<file path="config.mk">
export PLATFORM = sky130hd
export DESIGN_NAME = utf8_stream_validator_unit
export DESIGN_NICKNAME = d
export VERILOG_FILES = /design/src/hdl/utf8sv_pkg.sv /design/src/hdl/utf8_stream_validator_unit.sv
export SDC_FILE = /design/constraint.sdc
export NUM_CORES = 1
export LEC_CHECK = 0
export BUFFER_PORTS_ARGS = -buffer_cell sky130_fd_sc_hd__buf_2
export CAP_MARGIN = 15
export CORE_MARGIN = 8
export CORE_UTILIZATION = 25
export DETAILED_ROUTE_END_ITERATION = 8
export SLEW_MARGIN = 25
export SYNTH_ARGS = -nofsm -noshare
export SYNTH_HDL_FRONTEND = slang
export SYNTH_SLANG_ARGS = --single-unit
</file>
<file path="constraint.sdc">
create_clock -name clk -period 2.2 [get_ports clk]
set_input_delay 0.44 -clock clk [delete_from_list [all_inputs] [get_ports clk]]
set_output_delay 0.44 -clock clk [all_outputs]
set_load 0.02 [all_outputs]
</file>
<file path="src/hdl/utf8sv_pkg.sv">
// Package for the UTF-8 stream validator: request payload types, verdict
// codes, range class codes and the decoder state record.
// No dependencies.
package utf8sv_pkg;

  // Request payload of the input channel.
  typedef struct packed {
    logic [7:0] data_byte;
    logic       last_byte;
  } in_req_t;

  // Request payload of the result channel.
  typedef struct packed {
    logic [1:0] verdict;
    logic       is_utf8;
  } out_req_t;

  // Verdict codes.
  localparam logic [1:0] VERDICT_VALID     = 2'd0;
  localparam logic [1:0] VERDICT_ASCII     = 2'd1;
  localparam logic [1:0] VERDICT_MALFORMED = 2'd2;
  localparam logic [1:0] VERDICT_TRUNCATED = 2'd3;

  // Range classes for the next continuation byte.
  localparam logic [2:0] RC_FULL = 3'd0;  // 80..BF
  localparam logic [2:0] RC_E0   = 3'd1;  // A0..BF
  localparam logic [2:0] RC_ED   = 3'd2;  // 80..9F
  localparam logic [2:0] RC_F0   = 3'd3;  // 90..BF
  localparam logic [2:0] RC_F4   = 3'd4;  // 80..8F

  // Byte constants used by the decoder.
  localparam logic [7:0] B_ASCII_END = 8'h80;
  localparam logic [7:0] B_LEAD2_LO  = 8'hC2;
  localparam logic [7:0] B_LEAD2_HI  = 8'hDF;
  localparam logic [7:0] B_LEAD3_LO  = 8'hE0;
  localparam logic [7:0] B_LEAD3_HI  = 8'hEF;
  localparam logic [7:0] B_LEAD3_ED  = 8'hED;
  localparam logic [7:0] B_LEAD4_LO  = 8'hF0;
  localparam logic [7:0] B_LEAD4_HI  = 8'hF4;
  localparam logic [7:0] B_LEAD_D4   = 8'hD4;
  localparam logic [7:0] B_PAIR_A5   = 8'hA5;
  localparam logic [7:0] B_CONT_LO   = 8'h80;
  localparam logic [7:0] B_CONT_HI   = 8'hBF;
  localparam logic [7:0] B_E0_LO     = 8'hA0;
  localparam logic [7:0] B_ED_HI     = 8'h9F;
  localparam logic [7:0] B_F0_LO     = 8'h90;
  localparam logic [7:0] B_F4_HI     = 8'h8F;
  localparam logic [1:0] CONT_TAG    = 2'b10;

  // Decoder state carried from byte to byte.
  typedef struct packed {
    logic [1:0] bytes_pending;
    logic [2:0] range_class;
    logic       lead_was_d4;
    logic       only_ascii;
    logic       seen_error;
  } dec_state_t;

  localparam dec_state_t DEC_STATE_RESET = '{
    bytes_pending: 2'd0,
    range_class:   RC_FULL,
    lead_was_d4:   1'b0,
    only_ascii:    1'b1,
    seen_error:    1'b0
  };

endpackage

</file>
<file path="src/hdl/utf8_stream_validator_unit.sv">
// Top level of the UTF-8 stream validator: input register, byte decoder,
// and a two-entry result queue.
// Depends on utf8sv_pkg.
//
// Usage: a string enters one byte per request on the in_ channel, with
// last_byte set on its final byte. Requests are taken when in_valid is high
// and in_stall is low. Each string produces exactly one result request on
// the out_ channel, carrying the verdict (valid non-ASCII, ASCII only,
// malformed, truncated) and is_utf8.
// A string's last byte passes through the input register, then through the
// decoder into the result queue, before its result can be taken; out_valid
// rises once the result is in the queue. Throughput: one byte per cycle,
// sustained while the receiver does not stall, including strings of a
// single byte each.
// The result queue holds two entries. When the receiver stalls, bytes that
// end no string keep flowing; in_stall rises only once both queue slots are
// spoken for by waiting results and the result still in the input register,
// and no result leaves the queue in that cycle.
// Reset (rst_n low, synchronous) empties the input register and the queue
// and returns the decoder to its start-of-string state.
module utf8_stream_validator_unit (
  input  logic                 clk,
  input  logic                 rst_n,
  input  logic                 in_valid,
  output logic                 in_stall,
  input  utf8sv_pkg::in_req_t  in_data,
  output logic                 out_valid,
  input  logic                 out_stall,
  output utf8sv_pkg::out_req_t out_data
);

  // Input register.
  logic                   s1_valid_r;
  utf8sv_pkg::in_req_t    s1_data_r;

  // Decoder state.
  utf8sv_pkg::dec_state_t st_r;
  utf8sv_pkg::dec_state_t st_nxt;
  utf8sv_pkg::dec_state_t upd;

  // Result queue: head entry, second entry and fill count.
  utf8sv_pkg::out_req_t   q0_r;
  utf8sv_pkg::out_req_t   q1_r;
  logic [1:0]             cnt_r;

  logic                   in_take;
  logic                   pop;
  logic                   push;
  logic [1:0]             pledged;
  logic [7:0]             b;
  logic [7:0]             lo;
  logic [7:0]             hi;
  utf8sv_pkg::out_req_t   res;

  // Handshake. Results already queued plus one waiting in the input register
  // may never exceed the queue depth.
  assign pop      = (cnt_r != 2'd0) && !out_stall;
  assign pledged  = cnt_r + {1'b0, s1_valid_r & s1_data_r.last_byte};
  assign in_stall = pledged[1] && !pop;
  assign in_take  = in_valid && !in_stall;
  assign push     = s1_valid_r && s1_data_r.last_byte;

  assign out_valid = (cnt_r != 2'd0);
  assign out_data  = q0_r;

  // Input register.
  always_ff @(posedge clk) begin
    if (!rst_n) begin
      s1_valid_r <= 1'b0;
    end else begin
      s1_valid_r <= in_take;
    end
  end

  always_ff @(posedge clk) begin
    if (in_take) begin
      s1_data_r <= in_data;
    end
  end

  // Bounds of the next continuation byte for the current range class.
  always_comb begin
    unique case (st_r.range_class)
      utf8sv_pkg::RC_E0: begin
        lo = utf8sv_pkg::B_E0_LO;
        hi = utf8sv_pkg::B_CONT_HI;
      end
      utf8sv_pkg::RC_ED: begin
        lo = utf8sv_pkg::B_CONT_LO;
        hi = utf8sv_pkg::B_ED_HI;
      end
      utf8sv_pkg::RC_F0: begin
        lo = utf8sv_pkg::B_F0_LO;
        hi = utf8sv_pkg::B_CONT_HI;
      end
      utf8sv_pkg::RC_F4: begin
        lo = utf8sv_pkg::B_CONT_LO;
        hi = utf8sv_pkg::B_F4_HI;
      end
      default: begin
        lo = utf8sv_pkg::B_CONT_LO;
        hi = utf8sv_pkg::B_CONT_HI;
      end
    endcase
  end

  // Byte decoder: state after the byte in the input register.
  assign b = s1_data_r.data_byte;

  always_comb begin
    upd = st_r;
    if (!st_r.seen_error) begin
      if (b[7]) begin
        upd.only_ascii = 1'b0;
      end
      if (st_r.bytes_pending == 2'd0) begin
        // Lead byte expected.
        upd.lead_was_d4 = 1'b0;
        upd.range_class = utf8sv_pkg::RC_FULL;
        priority if (b < utf8sv_pkg::B_ASCII_END) begin
          upd.bytes_pending = 2'd0;
        end else if (b >= utf8sv_pkg::B_LEAD2_LO && b <= utf8sv_pkg::B_LEAD2_HI) begin
          upd.bytes_pending = 2'd1;
          upd.lead_was_d4   = (b == utf8sv_pkg::B_LEAD_D4);
        end else if (b >= utf8sv_pkg::B_LEAD3_LO && b <= utf8sv_pkg::B_LEAD3_HI) begin
          upd.bytes_pending = 2'd2;
          if (b == utf8sv_pkg::B_LEAD3_LO) begin
            upd.range_class = utf8sv_pkg::RC_E0;
          end else if (b == utf8sv_pkg::B_LEAD3_ED) begin
            upd.range_class = utf8sv_pkg::RC_ED;
          end
        end else if (b >= utf8sv_pkg::B_LEAD4_LO && b <= utf8sv_pkg::B_LEAD4_HI) begin
          upd.bytes_pending = 2'd3;
          if (b == utf8sv_pkg::B_LEAD4_LO) begin
            upd.range_class = utf8sv_pkg::RC_F0;
          end else if (b == utf8sv_pkg::B_LEAD4_HI) begin
            upd.range_class = utf8sv_pkg::RC_F4;
          end
        end else begin
          upd.seen_error = 1'b1;
        end
      end else begin
        // Continuation byte expected; a failure leaves the rest as it was.
        if ((b[7:6] != utf8sv_pkg::CONT_TAG) || (b < lo) || (b > hi) ||
            ((st_r.bytes_pending == 2'd1) && st_r.lead_was_d4 &&
             (b == utf8sv_pkg::B_PAIR_A5))) begin
          upd.seen_error = 1'b1;
        end else begin
          upd.range_class   = utf8sv_pkg::RC_FULL;
          upd.bytes_pending = st_r.bytes_pending - 2'd1;
        end
      end
    end
  end

  // Verdict for a string that ends with this byte.
  always_comb begin
    priority if (upd.seen_error) begin
      res.verdict = utf8sv_pkg::VERDICT_MALFORMED;
    end else if (upd.bytes_pending != 2'd0) begin
      res.verdict = utf8sv_pkg::VERDICT_TRUNCATED;
    end else if (upd.only_ascii) begin
      res.verdict = utf8sv_pkg::VERDICT_ASCII;
    end else begin
      res.verdict = utf8sv_pkg::VERDICT_VALID;
    end
    res.is_utf8 = (res.verdict == utf8sv_pkg::VERDICT_VALID);
  end

  // Next decoder state: the last byte of a string returns to the start.
  always_comb begin
    st_nxt = st_r;
    if (s1_valid_r) begin
      st_nxt = s1_data_r.last_byte ? utf8sv_pkg::DEC_STATE_RESET : upd;
    end
  end

  always_ff @(posedge clk) begin
    if (!rst_n) begin
      st_r <= utf8sv_pkg::DEC_STATE_RESET;
    end else begin
      st_r <= st_nxt;
    end
  end

  // Result queue fill count.
  always_ff @(posedge clk) begin
    if (!rst_n) begin
      cnt_r <= 2'd0;
    end else begin
      cnt_r <= cnt_r + {1'b0, push} - {1'b0, pop};
    end
  end

  // Result queue entries.
  always_ff @(posedge clk) begin
    unique case (cnt_r)
      2'd0: begin
        if (push) begin
          q0_r <= res;
        end
      end
      2'd1: begin
        if (push && pop) begin
          q0_r <= res;
        end else if (push) begin
          q1_r <= res;
        end
      end
      default: begin
        if (pop) begin
          q0_r <= q1_r;
        end
      end
    endcase
  end

`ifndef NO_ASSERTIONS
  // The queue never overfills.
  a_cnt_bound: assert property (@(posedge clk) disable iff (!rst_n)
    cnt_r != 2'd3)
    else $error("result queue count out of range");

  // A full queue is never pushed.
  a_no_push_full: assert property (@(posedge clk) disable iff (!rst_n)
    (cnt_r == 2'd2) |-> !push)
    else $error("push into full result queue");

  // is_utf8 follows the verdict on every delivered result.
  a_is_utf8: assert property (@(posedge clk) disable iff (!rst_n)
    out_valid |-> (out_data.is_utf8 == (out_data.verdict == utf8sv_pkg::VERDICT_VALID)))
    else $error("is_utf8 disagrees with verdict");

  // The end of a string leaves the decoder at its start state.
  a_clear_on_last: assert property (@(posedge clk) disable iff (!rst_n)
    push |=> (st_r == utf8sv_pkg::DEC_STATE_RESET))
    else $error("decoder state not cleared after last byte");
`endif

endmodule

</file>
# Word-level counts from Yosys, hierarchy flattened

Cells that the tools add are included.

Word-level logic and storage cells: 104
Register bits after elaboration: 26
Output and inout port bits: 5

Reduce and logical (&&, ||, !) cells: 27
Add/subtract/negate cells: 4
Equal/unequal tests: 17
Bitwise logic cells: 2
Multiplexer cells: 32
$lt $le $gt $ge: 9

Operators by type and width:

| operator                                                 | count |
|---|---|
| equality test 8 bit, second input constant               | 6 |
| greater-or-equal comparator 8 bit, second input constant | 3 |
| less-or-equal comparator 8 bit, second input constant    | 3 |
| one-hot mux 6 bit (2 select lines)                       | 2 |
| 2-to-1 mux 5 bit                                         | 4 |
| 2-to-1 mux 3 bit                                         | 6 |
| 2-to-1 mux 8 bit                                         | 2 |
| 2-to-1 mux 2 bit                                         | 6 |
| AND reduction 3 bit                                      | 4 |
| logical AND 1 bit                                        | 10 |
| 2-to-1 mux 1 bit                                         | 10 |
| > comparator 8 bit                                       | 1 |
| less-than comparator 8 bit                               | 1 |
| less-than comparator 8 bit, second input constant        | 1 |
| != test 2 bit, second input constant                     | 4 |
| equality test 3 x 2 -> 1 bit, second input constant      | 2 |
| logical NOT 2 bit                                        | 3 |
| one-hot mux 3 bit (2 select lines)                       | 1 |
| nonzero test 2 bit                                       | 3 |
| adder 2 x 1 -> 2 bit                                     | 2 |
| equality test 2 x 1 -> 1 bit, second input constant      | 2 |
| 2-to-1 mux 4 bit                                         | 1 |
| equality test 3 x 1 -> 1 bit, second input constant      | 1 |
| equality test 3 bit, second input constant               | 1 |
| 8 further kinds                                          | 12 |

# Depth between registers and ports, before layout

Word-level depth: 15
Depth in mapped cells: 9

# Worst setup path after synthesis

No wires, ideal clock.

Path type: flip-flop to flip-flop
Start point: register st_r[3] (netlist bit)
End point: register q0_r (netlist bit out_data[1]) (data pin)
Setup slack: 0.126 ns
Period minus slack after synthesis: 2.074 ns
Data required time: 1.945 ns
Path buffers: 0
Cell stages (with the launch flop): 7
Data arrival time: 1.819 ns
Library setup time: 0.255 ns
Cell sequence: dfxtp_1 or3b_2 ha_1 a21o_1 and4_2 o31ai_1 o21ba_2

Longest elaborated chain between the ends: 14
Elaborated cells between the ends (all ways): 22

RTL lines:

| what                                                                         | line                                                                 | source |
|---|---|---|
| start, declared                                                              | utf8_stream_validator_unit.sv:37                                     | `utf8sv_pkg::dec_state_t st_r;` |
| start signal, assigned                                                       | utf8_stream_validator_unit.sv:180                                    | `st_r <= utf8sv_pkg::DEC_STATE_RESET;` |
| start signal, assigned                                                       | utf8_stream_validator_unit.sv:182                                    | `st_r <= st_nxt;` |
| equality test 3 x 2 -> 1 bit or equality test 3 x 1 -> 1 bit (tied branches) | utf8_stream_validator_unit.sv:83                                     | `unique case (st_r.range_class)` |
| one-hot mux 6 bit (2 select lines)                                           | utf8_stream_validator_unit.sv:83                                     |  |
| less-than comparator 8 bit                                                   | utf8_stream_validator_unit.sv:144                                    | `if ((b[7:6] != utf8sv_pkg::CONT_TAG) \|\| (b < lo) \|\| (b > hi) \|\|` |
| logical OR 1 bit                                                             | utf8_stream_validator_unit.sv:144                                    |  |
| logical OR 1 bit * (2 in a row)                                              | utf8_stream_validator_unit.sv:144                                    |  |
| 2-to-1 mux 5 bit                                                             | utf8_stream_validator_unit.sv:144                                    |  |
| 2-to-1 mux 5 bit                                                             | utf8_stream_validator_unit.sv:116                                    | `if (st_r.bytes_pending == 2'd0) begin` |
| 2-to-1 mux 8 bit *                                                           | utf8_stream_validator_unit.sv:112                                    | `if (!st_r.seen_error) begin` |
| nonzero test 2 bit                                                           | utf8_stream_validator_unit.sv:160                                    | `end else if (upd.bytes_pending != 2'd0) begin` |
| 2-to-1 mux 2 bit                                                             | utf8_stream_validator_unit.sv:160                                    |  |
| 2-to-1 mux 2 bit *                                                           | utf8_stream_validator_unit.sv:158                                    | `priority if (upd.seen_error) begin` |
| 2-to-1 mux 3 bit, on equally long branches                                   | utf8_stream_validator_unit.sv:204, utf8_stream_validator_unit.sv:199 |  |
| one-hot mux 3 bit (2 select lines) *                                         | utf8_stream_validator_unit.sv:197                                    | `unique case (cnt_r)` |
| end signal, assigned                                                         | utf8_stream_validator_unit.sv:200                                    | `q0_r <= res;` |
| end signal, assigned                                                         | utf8_stream_validator_unit.sv:205                                    | `q0_r <= res;` |
| end signal, assigned                                                         | utf8_stream_validator_unit.sv:212                                    | `q0_r <= q1_r;` |
| end, declared                                                                | utf8_stream_validator_unit.sv:42                                     | `utf8sv_pkg::out_req_t q0_r;` |

Every way passes the cells marked *; elsewhere a longest branch is shown, timed or not. The select of a mux whose other input is x is not followed.
A chain may end at the register's enable or synchronous reset.

# Worst setup path in the final report

Start point: register st_r[5] (netlist bit)
End point: register q0_r (netlist bit out_data[2]) (data pin)

The elaborated chain is that of the path after synthesis.

==> results by group <==
STA
  • RSZ-0062 raised after global routing: no
  • TNS Setup: 0 ns
  • Final hold violations: 0
  • Fin crit share: 95.3%
  • Slew headroom: 74.3%
  • Least-Margin Pin Slew: between 0.3 and 0.4 ns
  • Worst Clk Skew: 0.00437 ns
  • F_max: 477 MHz
  • Fin. max-slew vios: 0
  • Min cycle time layout: 2.10 ns
  • Setup-failing EPs final: 0
  • Hold slack: 0.335 ns

Yosys
  • Post-synth top area share: 27.6%
  • Syn nets: 178
  • Gate Count Post-Synth: 156
  • FF+latch count, synth: 26
  • Synth top area cells: edfxtp_1, dfxtp_1, ha_1, nand2_1, inv_1
  • Async SR Flop Fraction: 0%
  • Seq/Total Area, Yosys: 41.1%
  • Ys flop type: edfxtp_1
  • Cell area after synthesis: 1630 µm²
  • Synth warn: 0
  • Post-synth EDFFs: 15
  • Distinct cells, synth: 59
  • Area leader, netlist: edfxtp_1
  • Average size of a mapped cell: 10.5 µm²

Die
  • Initial Utilization: 25.8%
  • Core area: approximately 6300 µm²
  • I/O pin cnt: 18
  • Chip width: 96.8 µm
  • Area of the die: 9360 µm²
  • Chip height: 96.8 µm
  • Cell Rows: 29

Clock network
  • Worst-path clk slew: 0.09 ns
  • TritonCTS clock tree: built
  • Hold_buf cts: 0
  • Clk buf depth: 2
  • Sink Count: 26
  • Total CTS buffers: 3
  • H-tree depth: 1
  • CTS Root Cell: clkbuf_8
  • Post-CTS Setup Bufs: 0
  • Clk_lat worst skew: 0.27 ns

GRT
  • Initial antenna violation count: 0
  • First-pass GRT wire length: 5690 µm
  • GR Overflow Total: 0
  • Largest net degree at the start of global routing: 15
  • GRT Resource Usage Total: 7.07%
  • Vias in the first global route: ~1,200

Routing
  • TritonRoute pass-1 iters: 4
  • DR iter-0 viols: 76
  • Met2 WL: 1420 µm
  • Via count: 1,235
  • Wl on met1: about 1700 µm
  • DRC: 0
  • Post-DR wirelength/cell: 13.0 µm
  • Met3 wire length: approximately 110 µm
  • Drt via density: 4.88
  • Routed wire length: 3280 µm
  • Antenna Violating Nets Remaining: 0
  • Highest Signal Layer: met4

Setup path
  • Arrival @ worst endpoint: between 2 and 2.5 ns
  • CP Launch Type: flop
  • Worst r2r path cells: 6
  • Critical path type: flop to flop
  • Crit-path max cell delay: between 0.4 and 0.5 ns
  • Slowest-stage cell, CP: or3b_2
  • R2R Path Start: st_r[5]
  • Cell Chain, Critical Path: or3b_2 -> ha_1 -> a21o_1 -> and4_4 -> nor2_2 -> o31a_1
  • RR Endpoint: out_data[2]
  • Critical Path End: out_data[2]
  • Crit end category: flop
  • Worst setup path start: st_r[5]
  • R2R setup slack: 0.10 ns
  • WP data required: 2.23 ns
  • CP max FO: 5

Finish
  • Antenna Diode Count: 0
  • Final Instance Area: 1860 µm²
  • Layout cell share with drive strength beyond 1: 23.9%
  • Post-layout util: 29.4%
  • P&R area growth vs syn: 14.0%
  • Filler cell count: 669
  • Layout Nets: 199

Power
  • LEAKAGE: 0.000778 µW
  • Pwr Density: 788 nW/µm²
  • Maximum VDD drop: around 390 µV

Outcome
  • Status: finished, final reports clean

Job
  • Max Cap Viol: 0

Place
  • Placed cell areas: about 1800 µm²
  • DP HPWL: 2540 µm
  • PortBufs: 17
  • GPL Wtd Cong: ~0.8

Hold path
  • Hold path depth: 1
  • Hold Crit Class: primary input to flop
worst min-delay path by stage:
stage | startpoint | slack, ns | endpoint
5_1_grt | in_data[8] | 0.32 | b[7]
2_1_floorplan | st_r[1] | 0.46 | st_r[1]
3_3_place_gp | st_r[1] | 0.48 | st_r[1]
4_1_cts | in_data[0] | 0.33 | s1_data_r[0]
6_report | in_data[0] | 0.33 | s1_data_r[0]
3_5_place_dp | st_r[1] | 0.49 | st_r[1]
per-stage QoR:
stage | total power, µW | cells | setup slack [ns]
floorplan | 1060 | 156 | 0.126
global placement | 1200 | 249 | 0.105
detailed placement | 1200 | 249 | 0.0783
CTS | 1490 | 253 | 0.0651
global route | 1560 | 253 | 0.0121
finish | 1470 | 253 | 0.104
cells by family after synthesis:
logic type	count (synthesis)	share of synthesized area, %
AO/OA/AOI/OAI	39	20.4
XOR/XNOR	4	2.15
adder cells (fa/ha/maj)	9	6.91
buffers and inverters	15	4.14
flip-flops	26	41.1
multiplexers	3	1.84
AND/OR/NAND/NOR	60	23.4
where the power goes:
part / leakage (µW) / internal (µW) / switching [µW]
logic: 0.000522 / 227 / 291
registers: 0.000233 / 610 / 62.4
clock network: 0.0000231 / 125 / 149
total: 0.000778 / 963 / 502
sequential cells by signal (all words and copies together) (netlist names):
signal      count
q1_r            3
s1_valid_r      1
st_r            8
s1_data_r       1
b               8
out_data        3
cnt_r           2
critical path, delay by kind of cell, from the launching register on:
| kind | cells | cell delay (ns) |
|---|---|---|
| compound gates | 2 | 0.44 |
| flops | 1 | 0.35 |
| simple gates | 3 | 0.78 |
| fa+ha+maj | 1 | 0.28 |
synthesized netlist by cell type, drive strengths merged (2+ instances only):
master / count
nand3: 7
nand3b: 2
nor3: 2
mux2i: 3
and3b: 3
dfxtp: 11
ha: 9
buf: 3
nor2: 5
nor4: 2
inv: 10
edfxtp: 15
clkbuf: 2
nor3b: 2
o31ai: 5
nor2b: 3
o21ba: 2
o41ai: 2
a32o: 2
and3: 2
o21bai: 2
nand2: 15
nand2b: 3
xnor2: 4
o211ai: 2
and2: 4
a21o: 3
o21ai: 8
a21oi: 3
cell usage in the layout, fill, tap and decap left out, drive strengths merged, types with 4 or more instances in the layout:
cell type and count:
o31ai 5, nand2 15, nand3 7, buf 21, o21ai 8, xnor2 4
edfxtp 15, inv 10, and2 4, dfxtp 11, nor2 5, ha 9
per-layer routing:
layer	track usage, %	vias up
met5	0	-
met4	3.91	0
met3	1.42	8
met2	10.5	32
met1	9.29	570
li1	-	625
area by class of cell:
type	count	area, µm²	share of cell area [%]
clock buffers	3	41.3	2.22
clock inverters	1	3.75	0.202
inverters	10	37.5	2.02
multi-input cells	115	893	48.0
flip-flops and latches	26	672	36.1
well taps	77	96.3	5.18
repair buffers	21	115	6.19
what timing repair did:
item / in CTS / in global routing
resized for setup: 0 / 2
hold endpoints to repair: 0 / 0
setup endpoints to repair: 0 / 3
No activity file was read; power rests on OpenSTA's default activity.
